`src/design/stos_pkg.sv`:
```
// shared types and constants for the stepped triangle output sequencer
package stos_pkg;

  localparam int PERIOD_W  = 10;
  localparam int LEVEL_W   = 5;
  localparam int DATA_W    = 32;
  localparam int ADDR_W    = 4;
  localparam int PROD_W    = DATA_W + LEVEL_W + 1;
  localparam int MAG_W     = DATA_W + LEVEL_W - 1;
  localparam int DIV_STEPS = MAG_W;
  localparam int CNT_W     = $clog2(DIV_STEPS + 1);

  localparam logic [PERIOD_W-1:0] PERIOD_RST   = PERIOD_W'(10);
  localparam logic [LEVEL_W-1:0]  HIGH_RST     = LEVEL_W'(1);
  localparam logic [LEVEL_W-1:0]  LOW_RST      = LEVEL_W'(1);
  localparam logic [DATA_W-1:0]   SETPOINT_RST = '0;
  localparam logic [LEVEL_W-1:0]  LEVEL_RST    = LEVEL_W'(1);

  localparam logic [DATA_W-1:0] SAT_MAX = {1'b0, {(DATA_W-1){1'b1}}};
  localparam logic [DATA_W-1:0] SAT_MIN = {1'b1, {(DATA_W-1){1'b0}}};

  typedef enum logic [1:0] {
    REG_PERIOD   = 2'd0,
    REG_HIGH     = 2'd1,
    REG_LOW      = 2'd2,
    REG_SETPOINT = 2'd3
  } reg_idx_t;

  typedef struct packed {
    logic [PERIOD_W-1:0] period_ticks;
    logic [LEVEL_W-1:0]  high_step;
    logic [LEVEL_W-1:0]  low_step;
    logic [DATA_W-1:0]   setpoint;
  } cfg_t;

  typedef struct packed {
    logic busy;
    logic done;
  } div_stat_t;

endpackage

```
`src/design/stos_cfg_regs.sv`:
```
// apb register bank holding period, step limits and setpoint
module stos_cfg_regs (
  input  logic                         clk,
  input  logic                         rst_n,
  input  logic                         psel,
  input  logic                         penable,
  input  logic                         pwrite,
  input  logic [stos_pkg::ADDR_W-1:0]  paddr,
  input  logic [stos_pkg::DATA_W-1:0]  pwdata,
  output logic [stos_pkg::DATA_W-1:0]  prdata,
  output logic                         pready,
  output stos_pkg::cfg_t               cfg
);
  import stos_pkg::*;

  cfg_t     cfg_r;
  reg_idx_t idx;
  logic     wr_en;

  assign idx    = reg_idx_t'(paddr[ADDR_W-1:2]);
  assign wr_en  = psel && penable && pwrite;
  assign pready = 1'b1;
  assign cfg    = cfg_r;

  always_ff @(posedge clk) begin
    if (!rst_n) begin
      cfg_r.period_ticks <= PERIOD_RST;
      cfg_r.high_step    <= HIGH_RST;
      cfg_r.low_step     <= LOW_RST;
      cfg_r.setpoint     <= SETPOINT_RST;
    end else if (wr_en) begin
      unique case (idx)
        REG_PERIOD:   cfg_r.period_ticks <= pwdata[PERIOD_W-1:0];
        REG_HIGH:     cfg_r.high_step    <= pwdata[LEVEL_W-1:0];
        REG_LOW:      cfg_r.low_step     <= pwdata[LEVEL_W-1:0];
        REG_SETPOINT: cfg_r.setpoint     <= pwdata;
        default:      ;
      endcase
    end
  end

  always_comb begin
    unique case (idx)
      REG_PERIOD:   prdata = DATA_W'(cfg_r.period_ticks);
      REG_HIGH:     prdata = DATA_W'(cfg_r.high_step);
      REG_LOW:      prdata = DATA_W'(cfg_r.low_step);
      REG_SETPOINT: prdata = cfg_r.setpoint;
      default:      prdata = '0;
    endcase
  end

endmodule

```
`src/design/stos_div.sv`:
```
// restoring divider, one quotient bit per cycle, magnitude by high step
module stos_div (
  input  logic                         clk,
  input  logic                         rst_n,
  input  logic                         start,
  input  logic [stos_pkg::MAG_W-1:0]   dividend,
  input  logic [stos_pkg::LEVEL_W-1:0] divisor,
  output logic [stos_pkg::MAG_W-1:0]   quotient,
  output stos_pkg::div_stat_t          stat
);
  import stos_pkg::*;

  logic [MAG_W-1:0]   acc_r, acc_nxt;
  logic [LEVEL_W-1:0] rem_r, rem_nxt;
  logic [CNT_W-1:0]   cnt_r, cnt_nxt;
  logic               busy_r, busy_nxt;
  logic               done_r, done_nxt;
  logic [LEVEL_W:0]   rem_sh;
  logic [LEVEL_W:0]   rem_sub;
  logic               ge;

  // shift next dividend bit into the partial remainder
  assign rem_sh  = {rem_r, acc_r[MAG_W-1]};
  assign ge      = rem_sh >= {1'b0, divisor};
  assign rem_sub = rem_sh - {1'b0, divisor};

  always_comb begin
    acc_nxt  = acc_r;
    rem_nxt  = rem_r;
    cnt_nxt  = cnt_r;
    busy_nxt = busy_r;
    done_nxt = 1'b0;
    if (start) begin
      acc_nxt  = dividend;
      rem_nxt  = '0;
      cnt_nxt  = '0;
      busy_nxt = 1'b1;
    end else if (busy_r) begin
      acc_nxt = {acc_r[MAG_W-2:0], ge};
      rem_nxt = ge ? rem_sub[LEVEL_W-1:0] : rem_sh[LEVEL_W-1:0];
      cnt_nxt = cnt_r + CNT_W'(1);
      if (cnt_r == CNT_W'(DIV_STEPS - 1)) begin
        busy_nxt = 1'b0;
        done_nxt = 1'b1;
      end
    end
  end

  always_ff @(posedge clk) begin
    acc_r <= acc_nxt;
    rem_r <= rem_nxt;
    if (!rst_n) begin
      cnt_r  <= '0;
      busy_r <= 1'b0;
      done_r <= 1'b0;
    end else begin
      cnt_r  <= cnt_nxt;
      busy_r <= busy_nxt;
      done_r <= done_nxt;
    end
  end

  assign quotient  = acc_r;
  assign stat.busy = busy_r;
  assign stat.done = done_r;

  a_start_busy: assert property (@(posedge clk) disable iff (!rst_n)
    start |=> busy_r)
    else $error("divider did not go busy after start");

  a_done_pulse: assert property (@(posedge clk) disable iff (!rst_n)
    done_r |-> !busy_r ##1 !done_r)
    else $error("divider done is not a single pulse after busy");

  a_cnt_range: assert property (@(posedge clk) disable iff (!rst_n)
    busy_r |-> cnt_r < CNT_W'(DIV_STEPS))
    else $error("divider step count overran");

endmodule

```
`src/design/stepped_triangle_output_sequencer.sv`:
```
// Stepped triangle output sequencer: a restart request, a tick with the source off, or a tick
// that does not complete the period is taken without raising in_stall and gives no result. A
// tick that completes the period holds in_stall high until its result is registered: S_MUL
// forms setpoint times level, S_DIV_GO loads the divider, the restoring divider finds the 36
// quotient bits at one per cycle, by high_step, and raises its done flag, and S_OUT saturates
// and registers the result; a result still held on the output by out_stall adds its waiting
// time. The user writes registers over the apb port only while idle; nothing enforces it.
module stepped_triangle_output_sequencer (
  input  logic                         clk,
  input  logic                         rst_n,
  input  logic                         in_valid,
  output logic                         in_stall,
  input  logic                         in_kind,
  input  logic                         in_source_on,
  output logic                         out_valid,
  input  logic                         out_stall,
  output logic [stos_pkg::LEVEL_W-1:0] out_level,
  output logic signed [stos_pkg::DATA_W-1:0] out_scaled_value,
  input  logic                         psel,
  input  logic                         penable,
  input  logic                         pwrite,
  input  logic [stos_pkg::ADDR_W-1:0]  paddr,
  input  logic [stos_pkg::DATA_W-1:0]  pwdata,
  output logic [stos_pkg::DATA_W-1:0]  prdata,
  output logic                         pready
);
  import stos_pkg::*;

  typedef enum logic [2:0] {
    S_IDLE,
    S_MUL,
    S_DIV_GO,
    S_DIV,
    S_OUT
  } state_t;

  cfg_t      cfg;
  div_stat_t div_stat;
  logic [MAG_W-1:0] quotient;

  state_t              state_r, state_nxt;
  logic [PERIOD_W-1:0] tick_count_r, tick_count_nxt;
  logic [LEVEL_W-1:0]  step_level_r, step_level_nxt;
  logic                falling_r, falling_nxt;
  logic [MAG_W-1:0]    mag_r, mag_nxt;
  logic                neg_r, neg_nxt;
  logic                out_valid_r, out_valid_nxt;
  logic [LEVEL_W-1:0]  out_level_r, out_level_nxt;
  logic [DATA_W-1:0]   out_value_r, out_value_nxt;

  logic                accept;
  logic [PERIOD_W-1:0] tc_inc;
  logic                rise_ok, fall_a, fall_ok;
  logic [LEVEL_W-1:0]  lvl_a, lvl_b;
  logic signed [PROD_W-1:0] prod;
  logic [PROD_W-1:0]   prod_abs;
  logic [DATA_W-1:0]   sat_val;
  logic                div_start;

  stos_cfg_regs u_cfg (
    .clk     (clk),
    .rst_n   (rst_n),
    .psel    (psel),
    .penable (penable),
    .pwrite  (pwrite),
    .paddr   (paddr),
    .pwdata  (pwdata),
    .prdata  (prdata),
    .pready  (pready),
    .cfg     (cfg)
  );

  stos_div u_div (
    .clk      (clk),
    .rst_n    (rst_n),
    .start    (div_start),
    .dividend (mag_r),
    .divisor  (cfg.high_step),
    .quotient (quotient),
    .stat     (div_stat)
  );

  assign in_stall         = (state_r != S_IDLE);
  assign accept           = in_valid && !in_stall;
  assign div_start        = (state_r == S_DIV_GO);
  assign out_valid        = out_valid_r;
  assign out_level        = out_level_r;
  assign out_scaled_value = out_value_r;

  // move rule: climb unless falling or at the top, otherwise fall unless at the bottom
  assign tc_inc  = tick_count_r + PERIOD_W'(1);
  assign rise_ok = (step_level_r < cfg.high_step) && !falling_r;
  assign lvl_a   = rise_ok ? step_level_r + LEVEL_W'(1) : step_level_r;
  assign fall_a  = !rise_ok;
  assign fall_ok = (lvl_a > cfg.low_step) && fall_a;
  assign lvl_b   = fall_ok ? lvl_a - LEVEL_W'(1) : lvl_a;

  assign prod     = PROD_W'($signed(cfg.setpoint)) * PROD_W'($signed({1'b0, step_level_r}));
  assign prod_abs = prod[PROD_W-1] ? (~prod + PROD_W'(1)) : prod;

  // saturate the signed quotient into 32 bits, or give zero when high_step is zero
  always_comb begin
    if (cfg.high_step == '0) begin
      sat_val = '0;
    end else if (neg_r) begin
      if (quotient > MAG_W'(SAT_MIN)) begin
        sat_val = SAT_MIN;
      end else begin
        sat_val = (~quotient[DATA_W-1:0]) + DATA_W'(1);
      end
    end else begin
      if (quotient > MAG_W'(SAT_MAX)) begin
        sat_val = SAT_MAX;
      end else begin
        sat_val = quotient[DATA_W-1:0];
      end
    end
  end

  always_comb begin
    state_nxt      = state_r;
    tick_count_nxt = tick_count_r;
    step_level_nxt = step_level_r;
    falling_nxt    = falling_r;
    mag_nxt        = mag_r;
    neg_nxt        = neg_r;
    out_valid_nxt  = out_valid_r && out_stall;
    out_level_nxt  = out_level_r;
    out_value_nxt  = out_value_r;
    unique case (state_r)
      S_IDLE: begin
        if (accept) begin
          if (in_kind) begin
            step_level_nxt = cfg.low_step;
          end else if (in_source_on) begin
            if (tc_inc < cfg.period_ticks) begin
              tick_count_nxt = tc_inc;
            end else begin
              tick_count_nxt = '0;
              step_level_nxt = lvl_b;
              falling_nxt    = fall_ok;
              state_nxt      = S_MUL;
            end
          end
        end
      end
      S_MUL: begin
        mag_nxt   = prod_abs[MAG_W-1:0];
        neg_nxt   = prod[PROD_W-1];
        state_nxt = S_DIV_GO;
      end
      S_DIV_GO: begin
        state_nxt = S_DIV;
      end
      S_DIV: begin
        if (div_stat.done) begin
          state_nxt = S_OUT;
        end
      end
      S_OUT: begin
        if (!out_valid_r || !out_stall) begin
          out_valid_nxt = 1'b1;
          out_level_nxt = step_level_r;
          out_value_nxt = sat_val;
          state_nxt     = S_IDLE;
        end
      end
      default: state_nxt = S_IDLE;
    endcase
  end

  always_ff @(posedge clk) begin
    mag_r       <= mag_nxt;
    neg_r       <= neg_nxt;
    out_level_r <= out_level_nxt;
    out_value_r <= out_value_nxt;
    if (!rst_n) begin
      state_r      <= S_IDLE;
      tick_count_r <= '0;
      step_level_r <= LEVEL_RST;
      falling_r    <= 1'b0;
      out_valid_r  <= 1'b0;
    end else begin
      state_r      <= state_nxt;
      tick_count_r <= tick_count_nxt;
      step_level_r <= step_level_nxt;
      falling_r    <= falling_nxt;
      out_valid_r  <= out_valid_nxt;
    end
  end

  a_result_from_out: assert property (@(posedge clk) disable iff (!rst_n)
    $rose(out_valid_r) |-> $past(state_r == S_OUT))
    else $error("result appeared outside the result stage");

  a_idle_tick: assert property (@(posedge clk) disable iff (!rst_n)
    (accept && !in_kind && !in_source_on) |=> (state_r == S_IDLE) && $stable(step_level_r)
      && $stable(tick_count_r) && $stable(falling_r))
    else $error("tick with source off changed state");

  a_zero_high: assert property (@(posedge clk) disable iff (!rst_n)
    ($rose(out_valid_r) && (cfg.high_step == '0)) |-> (out_value_r == '0))
    else $error("non-zero result with zero high step");

endmodule

```
`config.mk`:
```
export PLATFORM = sky130hd
export DESIGN_NAME = stepped_triangle_output_sequencer
export DESIGN_NICKNAME = d
export VERILOG_FILES = /design/src/design/stos_pkg.sv /design/src/design/stos_cfg_regs.sv /design/src/design/stos_div.sv /design/src/design/stepped_triangle_output_sequencer.sv
export SDC_FILE = /design/constraint.sdc
export NUM_CORES = 1
export LEC_CHECK = 0
export BUFFER_PORTS_ARGS = -buffer_cell sky130_fd_sc_hd__buf_2
export CAP_MARGIN = 30
export CORE_MARGIN = 3
export CORE_UTILIZATION = 33
export DETAILED_ROUTE_END_ITERATION = 10
export SETUP_SLACK_MARGIN = 0.2
export SLEW_MARGIN = 20
export SYNTH_ARGS = -nofsm -noshare
export SYNTH_HDL_FRONTEND = slang
export SYNTH_SLANG_ARGS = --single-unit
```
`constraint.sdc`:
```
create_clock -name clk -period 17.85 [get_ports clk]
set_input_delay 0.8925 -clock clk [delete_from_list [all_inputs] [get_ports clk]]
set_output_delay 0.8925 -clock clk [all_outputs]
set_load 0.01 [all_outputs]
```
Word level (Yosys, flattened, before mapping)
Index checks and enable logic that the tools add are counted.
Storage, ports and cells
  bits of input ports: 45
  output and inout bits: 72
  bits in registers: 195
  logic and storage cells: 109
Operators by class
  reductions and logical operators: 29
  equal/unequal tests: 15
  bitwise gates (word level): 6
  add/sub/neg operators: 7
  multiply operators: 1
  order comparisons: 6
  muxes and demuxes: 27
Operator list (number)
  $pmux W32 S4: 1
  $mux W36: 3
  $mux W32: 3
  $mul A32 B6 Y38: 1
  $add A36 B2 Y36 const B: 1
  $gt A36 B31 Y1 const B: 1
  $gt A36 B32 Y1 const B: 1
  $not A36 Y36: 1
  $add A32 B1 Y32 const B: 1
  $not A32 Y32: 1
  $mux W5: 6
  $mux W3: 6
  $pmux W3 S5: 1
  $ne A2 B2 Y1 const B: 6
  $add A10 B1 Y10 const B: 1
  $lt A10 B10 Y1: 1
  $mux W10: 1
  $reduce_and A2 Y1: 5
  $reduce_and A4 Y1: 2
  $add A6 B1 Y6 const B: 1
  $eq A3 B2 Y1 const B: 2
  $eq A6 B6 Y1 const B: 1
  $ge A6 B5 Y1: 1
  $logic_and A1 B1 Y1: 6
  23 further kinds: 37

Depth between registers and ports, before layout
Gate-level depths: netlist (run 1).
  word-level depth: 9
  depth in mapped cells: 21
  mapped depth without buffers: 18

Cells and area by module
Synthesis (run 1) repeated with hierarchy kept, for this count alone.
Unflattened totals
  cells, all modules: 1790
  area, all modules: 16394.5 um^2
By module, submodules not included
  stepped_triangle_output_sequencer: times used 1, seq. area each 2622.5 um^2, cells each 1367, area an instance 11731.3 um^2
  stos_cfg_regs: times used 1, seq. area each 1041.0 um^2, cells each 254, area an instance 2377.3 um^2
  stos_div: times used 1, seq. area each 1341.3 um^2, cells each 169, area an instance 2285.9 um^2

Least setup slack after synthesis (run 1)
No wires, ideal clock.
  path kind: reg-to-reg
  from: register step_level_r[0]
  to: register mag_r[35], data pin
  period minus slack after synthesis: 5.669 ns
  required time: 17.592 ns
  stages on the path, launching flop included: 19
  arrival: 5.411 ns
  buffers on the path: 3
  setup time: 0.258 ns
  slack: 12.181 ns
  cells stage by stage: dfxtp_1 > clkbuf_1 > clkbuf_1 > and2_1 > fa_1 > fa_1 > inv_1 > fa_1 > inv_1 > ha_1 > clkdlybuf4s15_1 > nand2_1 > nor4_1 > nor2_1 > xnor2_1 > or4_4 > or4_1 > o41a_1 > xnor2_1
On the way
  word-level cells in the longest chain between the ends: 4
RTL lines
  start, declared: line stepped_triangle_output_sequencer.sv:43  | logic [LEVEL_W-1:0] step_level_r, step_level_nxt;
  start signal, assigned: line stepped_triangle_output_sequencer.sv:186  | step_level_r <= step_level_nxt;
  $mul A32 B6 Y38 (*): line stepped_triangle_output_sequencer.sv:98  | assign prod = PROD_W'($signed(cfg.setpoint)) * PROD_W'($signed({1'b0, step_level_r}));
  $not A36 Y36: line stepped_triangle_output_sequencer.sv:99  | assign prod_abs = prod[PROD_W-1] ? (~prod + PROD_W'(1)) : prod;
  $add A36 B2 Y36: line stepped_triangle_output_sequencer.sv:99
  $mux W36 (*): line stepped_triangle_output_sequencer.sv:99
  net prod_abs[35]: line stepped_triangle_output_sequencer.sv:56  | logic [PROD_W-1:0] prod_abs;
  end signal, assigned: line stepped_triangle_output_sequencer.sv:173  | mag_r <= mag_nxt;
  end, declared: line stepped_triangle_output_sequencer.sv:45  | logic [MAG_W-1:0] mag_r, mag_nxt;
Mark *: on every way through the listed nets, which the timed path passes. The rest lies on a longest branch.
A chain may end at the register's enable or synchronous reset.

Final worst setup path (run 1)
Same ends and word-level chain as after synthesis.

==> results of run 1 <==
worst max-delay path, cell delays in order (launching register included):
cell,delay [ns]
sky130_fd_sc_hd__dfxtp_1,0.38
sky130_fd_sc_hd__buf_4,0.39
sky130_fd_sc_hd__and2_1,0.21
sky130_fd_sc_hd__fa_1,0.43
sky130_fd_sc_hd__fa_1,0.49
sky130_fd_sc_hd__inv_1,0.05
sky130_fd_sc_hd__fa_1,0.53
sky130_fd_sc_hd__inv_1,0.04
sky130_fd_sc_hd__ha_1,0.45
sky130_fd_sc_hd__and3_4,0.26
sky130_fd_sc_hd__a22oi_1,0.15
sky130_fd_sc_hd__nor4_1,0.73
sky130_fd_sc_hd__nor2_1,0.14
sky130_fd_sc_hd__xnor2_1,0.25
sky130_fd_sc_hd__or4_4,0.56
sky130_fd_sc_hd__or4_1,0.48
sky130_fd_sc_hd__o41a_1,0.33
sky130_fd_sc_hd__xnor2_1,0.13
sequential cells by signal (all words and copies together) (netlist names), 3 cells and up:
| register | count |
|---|---|
| u_cfg.cfg | 52 |
| mag_r | 36 |
| u_div.quotient | 36 |
| out_scaled_value | 32 |
| tick_count_r | 10 |
| u_div.cnt_r | 6 |
| out_level | 5 |
| step_level_r | 5 |
| u_div.rem_r | 5 |
| state_r | 3 |
cell type report:
class,instances,area (um^2),area share [%]
multi-input combinational,1401,10360,56.95
sequential,195,5005,27.50
tap,656,820.8,4.510
inverter,191,716.9,3.940
timing repair buffer,129,700.7,3.850
clock buffer,17,425.4,2.338
clock inverter,15,166.4,0.9144
kinds of logic (layout without fill, tap and decap cells):
group,count (synthesis),count (layout)
AOI/OAI and AO/OA,353,353
adders and majority gates,200,200
other,1,1
and+or+nand+nor,749,749
DFF,195,195
xor gates and xnor gates,78,78
muxes,20,20
buffers and inverters,272,352
where the power goes:
part           internal [mW]  switching [mW]  total [mW]
Combinational         0.0425          0.0702       0.113
Sequential             0.479         0.00722       0.486
Clock                  0.189           0.203       0.391
per-stage QoR:
stage | hold WS [ns] | power (mW) | std cells | worst slack (ns) | utilization (%)
floorplan | 0.4323 | 0.5750 | 1868 | 12.18 | -
finish | 0.4607 | 0.9898 | 2604 | 11.59 | 37.64
CTS | 0.4621 | 0.9986 | 2603 | 11.62 | 37.62
detailed placement | 0.4407 | 0.6073 | 2571 | 11.63 | 36.40
global placement | 0.4448 | 0.6030 | 2569 | 11.67 | 36.32
global route | 0.4741 | 1.035 | 2604 | 11.23 | 37.64
synth_stat cells (9+ instances only):
master	n	area share [%]
sky130_fd_sc_hd__nand2_1	284	6.5
sky130_fd_sc_hd__a21o_1	18	0.83
sky130_fd_sc_hd__fa_1	98	12
sky130_fd_sc_hd__and2_1	164	6.3
sky130_fd_sc_hd__ha_1	102	7.8
sky130_fd_sc_hd__o211ai_1	11	0.50
sky130_fd_sc_hd__mux2i_1	15	0.92
sky130_fd_sc_hd__clkbuf_1	74	1.7
sky130_fd_sc_hd__nand4_1	15	0.57
sky130_fd_sc_hd__inv_1	190	4.4
sky130_fd_sc_hd__o21a_1	12	0.55
sky130_fd_sc_hd__a211oi_1	12	0.55
sky130_fd_sc_hd__or3_1	22	0.84
sky130_fd_sc_hd__nand3_1	22	0.67
sky130_fd_sc_hd__nor2_1	87	2.0
sky130_fd_sc_hd__nand3b_1	22	1.0
sky130_fd_sc_hd__a31oi_1	25	0.96
sky130_fd_sc_hd__nor4_1	10	0.38
sky130_fd_sc_hd__or2_2	16	0.61
sky130_fd_sc_hd__xor2_1	29	1.6
sky130_fd_sc_hd__a21oi_1	113	3.5
sky130_fd_sc_hd__dfxtp_1	85	10
sky130_fd_sc_hd__and3_1	31	1.2
sky130_fd_sc_hd__o31ai_1	10	0.46
sky130_fd_sc_hd__edfxtp_1	110	20
sky130_fd_sc_hd__o21ai_0	72	2.2
sky130_fd_sc_hd__nor3_1	30	0.92
sky130_fd_sc_hd__xnor2_1	49	2.6
sky130_fd_sc_hd__nand2b_1	9	0.34
metal layers:
layer  up-vias  wire [um]  track usage (%)
met1      6357      19420            21.49
met2       284      17700            24.35
met3        33       1452            2.430
met4         0        452            3.690
li1       6523          -                -
met5         -          0                0
worst max path at each step:
stage	startpoint	endpoint	slack, ns	depth (start not counted)
floorplan	step_level_r[0]	mag_r[35]	12.18	18
global placement	step_level_r[0]	mag_r[35]	11.67	17
detailed placement	step_level_r[0]	mag_r[35]	11.63	17
CTS	step_level_r[0]	mag_r[35]	11.62	17
global route	step_level_r[0]	mag_r[35]	11.23	17
finish	step_level_r[0]	mag_r[35]	11.59	17
==> results.txt, run 1 <==
----------------------------------------------------
[Run status]
  Run status ... finished, final reports clean

[Pwr]
  Leak Pwr ... 7.918 nW
  Power per Cell Area ... 54.39 nW/um^2
  Max VDD drop ... 0.04875 mV

[Worst setup path]
  Type of destination of the critical path ... flop
  Register-to-register setup slack ... 11.59 ns
  Capturing point of the worst reg2reg path ... mag_r[35]
  Data required time of the worst path ... 18.07 ns
  Critical path type ... reg -> reg
  Maximum fanout encountered on the critical timing path ... 40
  Worst reg2reg startpoint ... step_level_r[0]
  Critical path data arrival time ... 6.48 ns
  FF-to-FF path depth ... 17
  Kind of start point of the critical path ... flop

[Global route]
  Via count of the first global-routing pass ... 13,120
  Final global-route overflow total ... 0
  Antenna violations before repair ... 0
  Pin count of the biggest net entering global routing ... 59
  Wire length of the first global-routing pass ... 66.79 mm
  Global-route usage over all layers ... 15.20%

[Clock network]
  Post-CTS setup-driven buffer insertion count ... 0
  Hold buffer count at cts ... 0
  Clock transition at the registers of the reported paths ... 0.08 ns
  Clock H-tree levels ... 4
  PostCTS Resize Cnt ... 0
  Clock sink total ... 195
  Clock tree from TritonCTS ... done
  Number of buffers created by CTS ... 17
  Insertion delay of the later-clocked pin in the worst-skew pair ... 0.47 ns
  Max Root-Sink Buffers ... 2
  Cell chosen for the clock root ... sky130_fd_sc_hd__clkbuf_16

[Route]
  Post-route antenna net violation count ... 0
  DR vias ... 13,200
  Drt total wl ... 39.02 mm
  Routed wire length per instance ... 14.99 um
  Via-per-instance ratio ... 5.068
  Number of DRC violations after detailed routing ... 0
  First-pass iteration count of the detailed router ... 5
  First DRT Iteration DRCs ... 939

[Yosys]
  Top_reg_cell synth ... sky130_fd_sc_hd__edfxtp_1
  Synth Area in Simple Gates ... 23.32%
  Synthesized netlist cell count ... 1,868
  Share of flip-flops with an asynchronous set or reset ... 0%
  Flip-flop and latch count after synthesis ... 195
  Synthesized cell area ... 16,370 um^2
  Number of distinct library cells after synthesis ... 90
  Number of synthesized flops with an enable pin ... 110
  Adder-Cell Fraction of Synth Area ... 19.78%
  Compound-gate portion of the synthesized area ... 14.16%
  Proportion of synthesized chip area in sequential cells ... 30.57%
  Post-Synth XOR/XNOR Area ... 4.173%
  Net count after synthesis ... 2,113
  Dominant combinational cell family by area after synthesis ... simple AND/OR/NAND/NOR gates
  Mean post-synth cell area ... 8.764 um^2
  Proportion of synthesized area in mux cells ... 1.605%
  Count of yosys warnings during synthesis ... 0

[Floorplanning]
  Chip width ... 228.7 um
  Placeable core area ... 48,350 um^2
  Effective utilization at floorplan ... 33.86%
  Vertical die dimension ... 228.7 um
  Die Footprint ... 52,320 um^2
  IO Pins ... 117
  Cell Rows ... 80

[Cells and area]
  Most common cell after layout, fill and taps aside ... sky130_fd_sc_hd__nand2_1
  Count of antenna diodes in the layout ... 0
  Final-stage net count ... 2,180
  Post-route design area ... 18,200 um^2
  Layout Area Growth over Synthesis ... 11.17%
  Fraction of layout cells with a size suffix above 1 ... 11.45%
  Leading cell types in the layout, fill and taps excluded ... sky130_fd_sc_hd__nand2_1 (284), sky130_fd_sc_hd__inv_1 (189), sky130_fd_sc_hd__and2_1 (164), sky130_fd_sc_hd__buf_2 (114), sky130_fd_sc_hd__a21oi_1 (112)
  Number of fill cells ... 4,930

[Min path]
  Worst Hold Path EP ... out_level[3]
  Hold path depth ... 0
  Min-Delay Path Class ... reg -> reg
  Worst Hold Launch ... step_level_r[3]

[Timing]
  Actual transition at the worst max-transition pin ... 0.9189 ns
  Worst slew margin relative to its limit ... 37.96%
  Count of final setup violators ... 0
  Maximum operating frequency ... 159.9 MHz
  Setup Total Neg Slack ... 0 ns
  Share of the clock period used by the worst path after layout ... 35.05%
  Unrepaired setup endpoints after global routing ... false
  Setup skew after layout ... 0.01637 ns
  Final critical delay including setup and external delays ... 6.256 ns
  Final number of max-transition violations ... 0
  Hold Violations, Final ... 0

[Place]
  Routability congestion estimate from global placement ... 0.8666
  Placement-stage cell area ... 17,600 um^2
  Detailed-placement wirelength estimate ... 29.82 mm
  PortBufs ... 113

[Flow run]
  Max-capacitance violation count ... 0

----------------------------------------------------
No activity file was read; power rests on OpenSTA's default activity.
==> run 2, diff against run 1 <==
- clock period: 17.85 -> 5.6 ns (I/O delays scaled with it)
==> run 2 against run 1 <==
Utilization rose by 2.6 points. Via count up 3.1%. Final area grew 7.0%. Total power rose to 3.3 times the previous value. Critical endpoint unchanged. Largest power group unchanged.
==> results.txt, run 2 (synthesis gave the netlist of run 1 again) <==
----------------------------------------------------
[Global route]
  Antenna violations before repair ... 0 (unchanged)
  Final global-route overflow total ... 0 (unchanged)
  Pin count of the biggest net entering global routing ... 59 (unchanged)
  Global-route usage over all layers ... 15.38% (+0.18 points)
  Wire length of the first global-routing pass ... 67.50 mm (+1.1%)
  Via count of the first global-routing pass ... 13,340 (+1.7%)

[Clock network]
  Max Root-Sink Buffers ... 2 (unchanged)
  Number of buffers created by CTS ... 17 (unchanged)
  Clock transition at the registers of the reported paths ... 0.08 ns (about the same)
  Clock H-tree levels ... 4 (unchanged)
  Clock tree from TritonCTS ... done
  Cell chosen for the clock root ... sky130_fd_sc_hd__clkbuf_16
  Hold buffer count at cts ... 0 (unchanged)
  Clock sink total ... 195 (unchanged)
  Insertion delay of the later-clocked pin in the worst-skew pair ... 0.46 ns (about the same)

[Worst setup path]
  Critical path type ... reg -> reg
  Series of cell instances along the critical path ... buf_12 > and2_1 > fa_1 > fa_1 > inv_1 > fa_1 > inv_1 > ha_4 > buf_6 > nand4_1 > a211o_1 > o211ai_1 > nor2_1 > xnor2_1 > or4_4 > or4_4 > o41a_1 > xnor2_1
  Data required time of the worst path ... 5.82 ns (-12.25 ns)
  Maximum fanout encountered on the critical timing path ... 14 (-65%)
  Dominant cell type by count on the critical path ... sky130_fd_sc_hd__fa_1
  Standard cell with the maximum stage delay on the critical path ... sky130_fd_sc_hd__fa_1
  Largest stage delay, worst path ... 0.55 ns (-0.18 ns)
  Kind of start point of the critical path ... flop
  Critical path data arrival time ... 5.57 ns (-0.91 ns)
  Type of destination of the critical path ... flop

[Route]
  Via-per-instance ratio ... 5.040 (-0.56%)
  Drt total wl ... 40.65 mm (+4.2%)
  Number of DRC violations after detailed routing ... 0 (unchanged)
  First-pass iteration count of the detailed router ... 5 (unchanged)
  First DRT Iteration DRCs ... 803 (-14%)
  DR vias ... 13,600 (+3.1%)
  Routed wire length per instance ... 15.06 um (+0.50%)
  Post-route antenna net violation count ... 0 (unchanged)

[Floorplanning]
  Chip width ... 228.7 um (unchanged)
  Placeable core area ... 48,350 um^2 (unchanged)
  Vertical die dimension ... 228.7 um (unchanged)
  Die Footprint ... 52,320 um^2 (unchanged)
  Effective utilization at floorplan ... 33.86% (unchanged)
  Cell Rows ... 80 (unchanged)
  IO Pins ... 117 (unchanged)

[Cells and area]
  Most common cell after layout, fill and taps aside ... sky130_fd_sc_hd__nand2_1
  Number of fill cells ... 4,830 (-2.0%)
  Count of antenna diodes in the layout ... 0 (unchanged)
  Non-filler instance count after layout ... 2,699 (+3.6%)
  Leading cell types in the layout, fill and taps excluded ... sky130_fd_sc_hd__nand2_1 (280), sky130_fd_sc_hd__inv_1 (183), sky130_fd_sc_hd__and2_1 (160), sky130_fd_sc_hd__buf_2 (115), sky130_fd_sc_hd__edfxtp_1 (110)
  Fraction of layout cells with a size suffix above 1 ... 18.75% (+7.3 points)
  Number of flip-flops in the largest register ... 52 (unchanged)
  Final-stage net count ... 2,275 (+4.4%)
  Layout Area Growth over Synthesis ... 18.89%

[Flow run]
  Max-capacitance violation count ... 0 (unchanged)

[Place]
  Total instance count after detailed placement ... 2,647 (+3.0%)
  PortBufs ... 113 (unchanged)
  Detailed-placement wirelength estimate ... 30.99 mm (+3.9%)
  Worst setup slack after placement ... 0.02493 ns (-11.61 ns)
  Routability congestion estimate from global placement ... 0.8786 (+1.4%)

[Timing]
  Worst slew margin relative to its limit ... 38.64% (+0.67 points)
  Setup skew after layout ... 0.01281 ns (-0.003558 ns)
  Maximum operating frequency ... 186.8 MHz (+17%)
  Count of final setup violators ... 0 (unchanged)
  Actual transition at the worst max-transition pin ... 0.9134 ns (-0.005457 ns)
  Share of the clock period used by the worst path after layout ... 95.59% (+61 points)
  Hold Violations, Final ... 0 (unchanged)
  Worst-case setup margin in the final layout ... 0.2467 ns (-11.35 ns)
  Final number of max-transition violations ... 0 (unchanged)
  Setup Total Neg Slack ... 0 ns (unchanged)
  Final critical delay including setup and external delays ... 5.353 ns (-0.9023 ns)
  Unrepaired setup endpoints after global routing ... true

[Min path]
  Min-Delay Path Class ... in -> reg

[Run status]
  Run status ... finished, final reports clean

[Pwr]
  Power per Cell Area ... 167.9 nW/um^2 (+210%)
  Leak Pwr ... 8.471 nW (+7.0%)
  Max VDD drop ... 0.1983 mV (+310%)

----------------------------------------------------
==> run 2: changes by cell type in the layout (fill, tap and decap cells not counted), sizes merged <==
cell	delta
clkbuf	+2
clkinv	+1
inv	-2
buf	+94
==> run 2: cell type report <==
type / count / area, um^2 / area share, %
inverter: 191 / 720.7 / 3.703
clock buffer: 18 / 450.4 / 2.314
multi-input combinational: 1401 / 10760 / 55.28
timing repair buffer: 224 / 1508 / 7.746
tap: 656 / 820.8 / 4.217
sequential: 195 / 5019 / 25.78
clock inverter: 14 / 186.4 / 0.9578
==> run 2: worst paths after layout <==
path	startpoint	endpoint	slack [ns]	cells past startpoint
setup / recovery	step_level_r[2]	mag_r[35]	0.25	18
hold / removal	pwdata[10]	u_cfg.cfg[10]	0.05	3
setup reg to reg	step_level_r[2]	mag_r[35]	0.25	18
hold reg to reg	tick_count_r[1]	tick_count_r[1]	0.48	2
==> run 2: power breakdown <==
group / internal [mW] / switching [mW]
clock network: 0.643 / 0.663
registers: 1.53 / 0.0273
logic: 0.178 / 0.232
==> run 2: critical path, delay by kind of cell, from the launching register on <==
kind                       cells  cell delay (ns)
buffers and inverters          4             0.38
adders and majority gates      4             1.80
xor gates and xnor gates       2             0.30
DFF                            1             0.38
and+or+nand+nor                5             1.34
AOI/OAI and AO/OA              3             0.89
==> run 2: repair_timing <==
action,4_1_cts,5_1_grt
setup endpoints to repair,22,36
setup buffers,0,16
hold endpoints to repair,0,0
gates cloned,0,2
pin swaps,1,33
resized for setup,16,75
==> run 2: metal layers <==
metal,vias up,routed length (um),global-route usage [%]
met3,29,1515,2.318
met4,0,480,3.591
met1,6584,19940,21.22
met5,-,0,0
met2,270,18710,25.44
li1,6719,-,-
==> run 2: through the flow <==
step	hold slack (ns)	power, mW	cell area (um^2)	util (%)
2_1_floorplan	0.4085	1.837	16460	-
3_3_place_gp	0.4536	1.952	18210	37.66
3_5_place_dp	0.4630	1.962	18240	37.74
4_1_cts	0.02078	3.278	18940	39.17
5_1_grt	0.04126	3.411	19460	40.26
6_report	0.05411	3.268	19460	40.26
